$ cat config.mk
export PLATFORM = sky130hd
export DESIGN_NAME = redirection_token_scanner
export DESIGN_NICKNAME = d
export VERILOG_FILES = /design/src/rtl/rts_pkg.sv /design/src/rtl/redirection_token_scanner.sv /design/src/rtl/rts_scan.sv
export SDC_FILE = /design/constraint.sdc
export NUM_CORES = 1
export LEC_CHECK = 0
export ABC_AREA = 1
export ABC_CLOCK_PERIOD_IN_PS = 3400
export BUFFER_PORTS_ARGS = -buffer_cell sky130_fd_sc_hd__buf_2
export CAP_MARGIN = 10
export CORE_ASPECT_RATIO = 0.6
export CORE_UTILIZATION = 54
export DETAILED_ROUTE_END_ITERATION = 7
export PLACE_DENSITY = 0.8
export SKIP_LAST_GASP = 1
export SLEW_MARGIN = 20
export SYNTH_ARGS = -nofsm -noshare
export SYNTH_HDL_FRONTEND = slang
export SYNTH_SLANG_ARGS = --single-unit
$ cat constraint.sdc
create_clock -name clk -period 3.4 [get_ports clk]
set_clock_uncertainty 0.05 [all_clocks]
set_input_delay 0.51 -clock clk [delete_from_list [all_inputs] [get_ports clk]]
set_output_delay 0.51 -clock clk [all_outputs]
set_load 0.01 [all_outputs]
$ cat src/rtl/rts_pkg.sv
package rts_pkg;

  // Fixed field widths
  localparam int CHAR_W     = 8;
  localparam int WORD_W     = 16;
  localparam int POS_BITS_D = 16;

  // Characters of interest
  localparam logic [CHAR_W-1:0] CH_DQUOTE = 8'h22;
  localparam logic [CHAR_W-1:0] CH_SQUOTE = 8'h27;
  localparam logic [CHAR_W-1:0] CH_GT     = 8'h3E;
  localparam logic [CHAR_W-1:0] CH_LT     = 8'h3C;
  localparam logic [CHAR_W-1:0] CH_BSLASH = 8'h5C;
  localparam logic [CHAR_W-1:0] CH_SPACE  = 8'h20;
  localparam logic [CHAR_W-1:0] CH_TAB    = 8'h09;
  localparam logic [CHAR_W-1:0] CH_NL     = 8'h0A;

  // Result kinds
  localparam logic [1:0] KIND_FOUND = 2'd0;
  localparam logic [1:0] KIND_ERROR = 2'd1;
  localparam logic [1:0] KIND_END   = 2'd2;

  // Redirection operator codes
  localparam logic [1:0] OP_IN      = 2'd0;
  localparam logic [1:0] OP_OUT     = 2'd1;
  localparam logic [1:0] OP_HEREDOC = 2'd2;
  localparam logic [1:0] OP_APPEND  = 2'd3;

  typedef struct packed {
    logic [CHAR_W-1:0] character;
    logic              end_of_line;
  } in_item_t;

  typedef struct packed {
    logic [1:0]        kind;
    logic [1:0]        redir_type;
    logic [WORD_W-1:0] file_start;
    logic [WORD_W-1:0] word_length;
    logic              final_res;
  } out_item_t;

endpackage

$ cat src/rtl/redirection_token_scanner.sv
// Redirection token scanner.
// The source channel (src_valid / src_stall / src_item) carries one character
// of a shell command line per item, with end_of_line set on its last one.
// The result channel (res_valid / res_stall / res_item) carries one item per
// redirection found (type, file start, word length), per syntax error, and
// one closing the line (final_res set).
// Throughput is one character per cycle while no result waits under
// res_stall. A character is held in the input register after its acceptance
// and scanned from it; its result, if any, is registered in the output
// register as the scan advances and can be taken from there.
// The scanner state advances only as the input register drains. While a
// result waits under res_stall, the input register holds its character and
// src_stall is raised whenever that register is full; no item is dropped.
// Reset (rst, synchronous) empties both registers and puts the scanner at the
// start of a line. Positions and lengths saturate at 2^POSITION_BITS - 1 and
// are reported in their low 16 bits.
module redirection_token_scanner import rts_pkg::*; #(
  parameter int POSITION_BITS = POS_BITS_D
) (
  input  logic      clk,
  input  logic      rst,
  input  logic      src_valid,
  output logic      src_stall,
  input  in_item_t  src_item,
  output logic      res_valid,
  input  logic      res_stall,
  output out_item_t res_item
);

  logic      hold_valid;
  in_item_t  hold_item;
  logic      advance;
  logic      scan_have;
  out_item_t scan_item;

  // Scan the held character when the output register can take a result
  assign advance   = hold_valid && (!res_valid || !res_stall);
  assign src_stall = hold_valid && !advance;

  rts_scan #(
    .POSITION_BITS(POSITION_BITS)
  ) u_scan (
    .clk      (clk),
    .rst      (rst),
    .advance  (advance),
    .item     (hold_item),
    .res_have (scan_have),
    .res_item (scan_item)
  );

  // Input register
  always_ff @(posedge clk) begin
    if (rst) begin
      hold_valid <= 1'b0;
    end else if (src_valid && !src_stall) begin
      hold_valid <= 1'b1;
    end else if (advance) begin
      hold_valid <= 1'b0;
    end
  end

  always_ff @(posedge clk) begin
    if (src_valid && !src_stall) begin
      hold_item <= src_item;
    end
  end

  // Output register
  always_ff @(posedge clk) begin
    if (rst) begin
      res_valid <= 1'b0;
    end else if (advance && scan_have) begin
      res_valid <= 1'b1;
    end else if (!res_stall) begin
      res_valid <= 1'b0;
    end
  end

  always_ff @(posedge clk) begin
    if (advance && scan_have) begin
      res_item <= scan_item;
    end
  end

endmodule

$ cat src/rtl/rts_scan.sv
module rts_scan import rts_pkg::*; #(
  parameter int POSITION_BITS = POS_BITS_D
) (
  input  logic      clk,
  input  logic      rst,
  input  logic      advance,
  input  in_item_t  item,
  output logic      res_have,
  output out_item_t res_item
);

  typedef enum logic [2:0] {
    PH_SEEK,
    PH_PEND_GT,
    PH_PEND_LT,
    PH_SKIP,
    PH_WORD,
    PH_DEAD
  } phase_t;

  typedef logic [POSITION_BITS-1:0] pos_t;

  phase_t     phase, phase_next;
  logic       quote_is_single, quote_is_single_next;
  logic       quote_open, quote_open_next;
  logic [1:0] operator_code, operator_code_next;
  pos_t       position, position_next;
  pos_t       start_offset, start_offset_next;
  pos_t       length_count, length_count_next;

  logic       c_blank, c_quote, c_single, c_gt, c_lt, c_bslash;
  logic       single_op, run_skip, run_word, have;
  logic [1:0] kind;

  function automatic pos_t sat_inc(input pos_t v);
    return (v == '1) ? v : pos_t'(v + 1'b1);
  endfunction

  // Character classes
  assign c_blank  = (item.character == CH_SPACE) || (item.character == CH_TAB) ||
                    (item.character == CH_NL);
  assign c_single = (item.character == CH_SQUOTE);
  assign c_quote  = c_single || (item.character == CH_DQUOTE);
  assign c_gt     = (item.character == CH_GT);
  assign c_lt     = (item.character == CH_LT);
  assign c_bslash = (item.character == CH_BSLASH);

  // Next state and result for one character
  always_comb begin
    phase_next           = phase;
    quote_is_single_next = quote_is_single;
    quote_open_next      = quote_open;
    operator_code_next   = operator_code;
    start_offset_next    = start_offset;
    length_count_next    = length_count;
    position_next        = sat_inc(position);
    have                 = 1'b0;
    kind                 = KIND_FOUND;
    single_op            = 1'b0;
    run_skip             = 1'b0;
    run_word             = 1'b0;

    case (phase)
      PH_SEEK: begin
        if (quote_open) begin
          if (quote_is_single ? c_single : (item.character == CH_DQUOTE)) begin
            quote_open_next = 1'b0;
          end
        end else if (c_quote) begin
          quote_open_next      = 1'b1;
          quote_is_single_next = c_single;
        end else if (c_gt) begin
          phase_next = PH_PEND_GT;
        end else if (c_lt) begin
          phase_next = PH_PEND_LT;
        end
      end
      PH_PEND_GT, PH_PEND_LT: begin
        single_op = (phase == PH_PEND_GT);
        if (single_op ? c_gt : c_lt) begin
          operator_code_next = {1'b1, single_op};
          phase_next         = PH_SKIP;
        end else begin
          operator_code_next = {1'b0, single_op};
          run_skip           = 1'b1;
        end
      end
      PH_SKIP: run_skip = 1'b1;
      PH_WORD: run_word = 1'b1;
      default: ;
    endcase

    // Blank skipping after an operator
    if (run_skip) begin
      if (c_blank) begin
        phase_next = PH_SKIP;
      end else if (c_bslash || c_lt || c_gt) begin
        have       = 1'b1;
        kind       = KIND_ERROR;
        phase_next = PH_DEAD;
      end else begin
        start_offset_next = position;
        length_count_next = '0;
        quote_open_next   = 1'b0;
        run_word          = 1'b1;
      end
    end

    // File word measurement
    if (run_word) begin
      phase_next = PH_WORD;
      if (quote_open_next) begin
        length_count_next = sat_inc(length_count_next);
        if (quote_is_single_next ? c_single : (item.character == CH_DQUOTE)) begin
          quote_open_next = 1'b0;
          have            = 1'b1;
          phase_next      = PH_SEEK;
        end
      end else if (c_quote) begin
        quote_open_next      = 1'b1;
        quote_is_single_next = c_single;
        length_count_next    = sat_inc(length_count_next);
      end else if (c_blank) begin
        have       = 1'b1;
        phase_next = PH_SEEK;
      end else if (c_lt) begin
        have       = 1'b1;
        phase_next = PH_PEND_LT;
      end else if (c_gt) begin
        have       = 1'b1;
        phase_next = PH_PEND_GT;
      end else begin
        length_count_next = sat_inc(length_count_next);
      end
    end

    // Line close
    if (item.end_of_line) begin
      case (phase_next)
        PH_PEND_GT, PH_PEND_LT, PH_SKIP: begin
          kind = KIND_ERROR;
        end
        PH_WORD: begin
          kind = KIND_FOUND;
        end
        default: begin
          if (!have) begin
            kind = KIND_END;
          end
        end
      endcase
      have = 1'b1;
    end

    res_have             = have;
    res_item.kind        = kind;
    res_item.final_res   = item.end_of_line;
    res_item.redir_type  = (kind == KIND_FOUND) ? operator_code_next : OP_IN;
    res_item.file_start  = (kind == KIND_FOUND) ? WORD_W'(start_offset_next) : '0;
    res_item.word_length = (kind == KIND_FOUND) ? WORD_W'(length_count_next) : '0;
  end

  // Scanner state, back to reset values after each line
  always_ff @(posedge clk) begin
    if (rst || (advance && item.end_of_line)) begin
      phase           <= PH_SEEK;
      quote_is_single <= 1'b0;
      quote_open      <= 1'b0;
      operator_code   <= OP_IN;
      position        <= '0;
      start_offset    <= '0;
      length_count    <= '0;
    end else if (advance) begin
      phase           <= phase_next;
      quote_is_single <= quote_is_single_next;
      quote_open      <= quote_open_next;
      operator_code   <= operator_code_next;
      position        <= position_next;
      start_offset    <= start_offset_next;
      length_count    <= length_count_next;
    end
  end

endmodule

==> run metrics <==
Seq/Total Area, Yosys=between 40% and 50%; Fin. Hold Viols=0; CP Class=reg2reg; WP depth=19; post_cts resized=0; CP Capture Type=flop; Flop pwr share=between 40% and 50%; Int Power=about 2.0 mW; placed inst area=roughly 5700 µm²; Core Area=around 9400 µm²; Final Instance Area=~6000 µm²; commonest cells in the netlist=nand2_1 (112), inv_1 (103), dfxtp_1 (57); number of diodes=0; layout cell share with drive strength beyond 1=20.8%; Post-synth EDFFs=46; Final Cycle Share=a little over nine tenths; WHS=roughly 280 ps; CTS Buf Count=9; Die ar.=10200 µm²; final wirelength=12000 µm; status=finished, final reports clean; CTS max path bufs=2; cts hold-fix bufs=0; Slew headroom=between 50% and 60%; Worst R2R End=res_item[4]; power per cell area=between 400 and 500 nW/µm²; predominant post-synthesis flop cell=dfxtp_1; Synth Register Bits=a little over 100; syn_nets=around 670; CP top delay family=simple AND/OR/NAND/NOR gates; hold path startpoint=src_item[5]; dpl cells=approximately 820; number of global-route vias before repair=approximately 3900; largest net degree at the start of global routing=47; GRT overflow=0; Pins Over Slew Limit=0; asr flop ratio synth=0%; Post-CTS Setup Inserts=0; CP Max Fanout=11; Hold Crit Class=in2reg; Arr. time, crit path=about 3300 ps; Period minus WS final=about 3200 ps; Synth Cell Area=about 5300 µm²; Synth area leader=edfxtp_1; CTS tree=yes; Startpoint Class=flop; port bufs=between 50 and 60; Worst Path Buf+Inv=3; initial DRC count=about 390; htree depth=3; vias=approximately 4400; max incr delay on CP=450 ps; Routed Antenna Nets=0; hold path cells=1; warnings from Yosys=0; worst vdd ir=around 0.30 mV; switching share of total power=approximately 29%; Final setup viols=0; Placer Congestion=about 0.92; Netlist cell types=47; DRC=0; switching pwr=819 µW; DIE WIDTH=130 µm; FMAX=309 MHz; Pwr Total=about 2.9 mW; flop2flop setup slack=roughly 160 ps; share of total power in combinational logic=between 10% and 20%; # Max-Cap Violations=0; first-pass GRT wire length=19400 µm; CP required=3460 ps; all-layer global routing usage=between 20% and 30%; top cells by area, synth=edfxtp_1 (26%), dfxtp_1 (22%), nand2_1 (7.9%), inv_1 (7.3%), nor2_2 (4.6%); # clock sinks=approximately 100; worst setup margin=between 150 and 200 ps; CTS root buf=clkbuf_16; routed len/inst=14.3 µm; worst path cell trace=or2_1 > nor2_1 > nand2_1 > nand2_2 > nor3_2 > nand2_4 > inv_2 > nor2_1 > ha_1 > inv_1 > nor3_2 > nand4_4 > nor2_2 > nand3_4 > nand2_4 > inv_2 > o211ai_1 > and2_1 > nor2_2; R2R cell count=19; Clk Latency, worst-skew pair=350 ps; row cnt=27; r2r startpoint=hold_item[4]; initial core utilization=56.7%; post-synth top area share=between 20% and 30%; hold path endpoint=hold_item[5]; Die Ht=slightly below 80 µm; synthesized instance count=656; Max stage delay cell, worst path=edfxtp_1; synthesized area per cell=between 8 and 9 µm²; FILL cells=between 800 and 900; Final Non-Filler Cells=840; Core Util, Final=a little under two thirds; P_leak=roughly 2.5 nW; post-place setup slack=around 120 ps; DP Wirelength=8720 µm; I/O Pins=between 50 and 60; initial antenna violation count=0; Final #Nets=720; Worst-Margin Slew=around 620 ps; Initial DRT Pass Iterations=5; setup TNS=0 ps; area grow syn2layout=12.9%; clock-pin slew on the worst setup and hold paths=about 70 ps; routed vias/inst=5.29; most common cell in the synthesized netlist=nand2_1; Clk network pwr share=about a third
==> state kept, by name, summed over array words and instances (netlist names), 2 cells and up <==
name / count
res_item: 37
u_scan.position: 16
u_scan.phase: 3
u_scan.length_count: 16
hold_item: 9
u_scan.start_offset: 16
u_scan.operator_code: 2
==> worst register-to-register path, cell delays in order, from the launching register on <==
cell and delay (ps):
edfxtp_1 450, or2_1 270, nor2_1 120, nand2_1 100
nand2_2 100, nor3_2 60, nand2_4 100, inv_2 100
nor2_1 170, ha_1 210, inv_1 90, nor3_2 190
nand4_4 160, nor2_2 160, nand3_4 140, nand2_4 150
inv_2 60, o211ai_1 90, and2_1 170, nor2_2 50
==> area by class of cell <==
cell class	instances	area, µm²	area share, %
repair buffers	59	353	5.89
multi-input cells	422	2270	37.9
inverters	110	413	6.90
clock inverters	4	21.3	0.355
well taps	130	163	2.72
flip-flops and latches	103	2520	42.1
clock buffers	12	246	4.12
==> per-layer routing <==
metal / vias to the layer above / wire, µm / track usage [%]
met5: - / 0 / 0
met4: 0 / 80 / 4.88
met3: 7 / 1120 / 7.75
met2: 186 / 4850 / 34.1
met1: 2011 / 5950 / 38.0
li1: 2236 / - / -
==> cells in the final DEF, fill, tap and decap left out, types with 3 or more instances in the layout <==
| master | synthesis | final |
|---|---|---|
| nand2_1 | 112 | 112 |
| inv_1 | 103 | 103 |
| dfxtp_1 | 57 | 57 |
| nor2_1 | 53 | 52 |
| buf_2 | 2 | 51 |
| edfxtp_1 | 46 | 46 |
| o21ai_0 | 42 | 42 |
| nor2_2 | 39 | 38 |
| a21oi_1 | 36 | 36 |
| nand3_1 | 35 | 35 |
| o211ai_1 | 19 | 19 |
| nor3_1 | 14 | 13 |
| nand2_2 | 10 | 10 |
| nand4_1 | 10 | 10 |
| clkbuf_16 | 0 | 9 |
| inv_2 | 6 | 6 |
| and2_1 | 6 | 6 |
| nor2_4 | 3 | 5 |
| buf_4 | 1 | 5 |
| o21ai_1 | 4 | 4 |
| xnor2_1 | 4 | 4 |
| nand2_4 | 3 | 3 |
| mux2i_1 | 3 | 3 |
| buf_12 | 0 | 3 |
==> logic make-up after synthesis <==
group,Yosys count,share of synthesized area (%)
AND/OR/NAND/NOR,301,28.3
buffers and inverters,131,10.1
AO/OA/AOI/OAI,110,12.0
flip-flops,103,47.6
XOR/XNOR,6,0.991
multiplexers,3,0.566
adder cells (fa/ha/maj),2,0.472
==> how the worst max path moves through the flow <==
stage	endpoint	start	slack (ps)
CTS	res_item[12]	hold_item[8]	110
global route	res_item[4]	hold_item[8]	-40
finish	res_item[4]	hold_item[4]	160
global placement	res_item[12]	hold_item[7]	290
floorplan	res_item[4]	hold_item[4]	180
detailed placement	res_item[12]	hold_item[8]	120
==> power by group through the flow <==
stage | Combinational [mW] | Sequential (mW) | Clock, mW
finish | 0.508 | 1.41 | 0.947
CTS | 0.506 | 1.41 | 0.963
detailed placement | 0.502 | 1.44 | 0
floorplan | 0.379 | 1.44 | 0
global placement | 0.486 | 1.43 | 0
global route | 0.564 | 1.42 | 1.01
No activity file was read; power rests on OpenSTA's default activity.
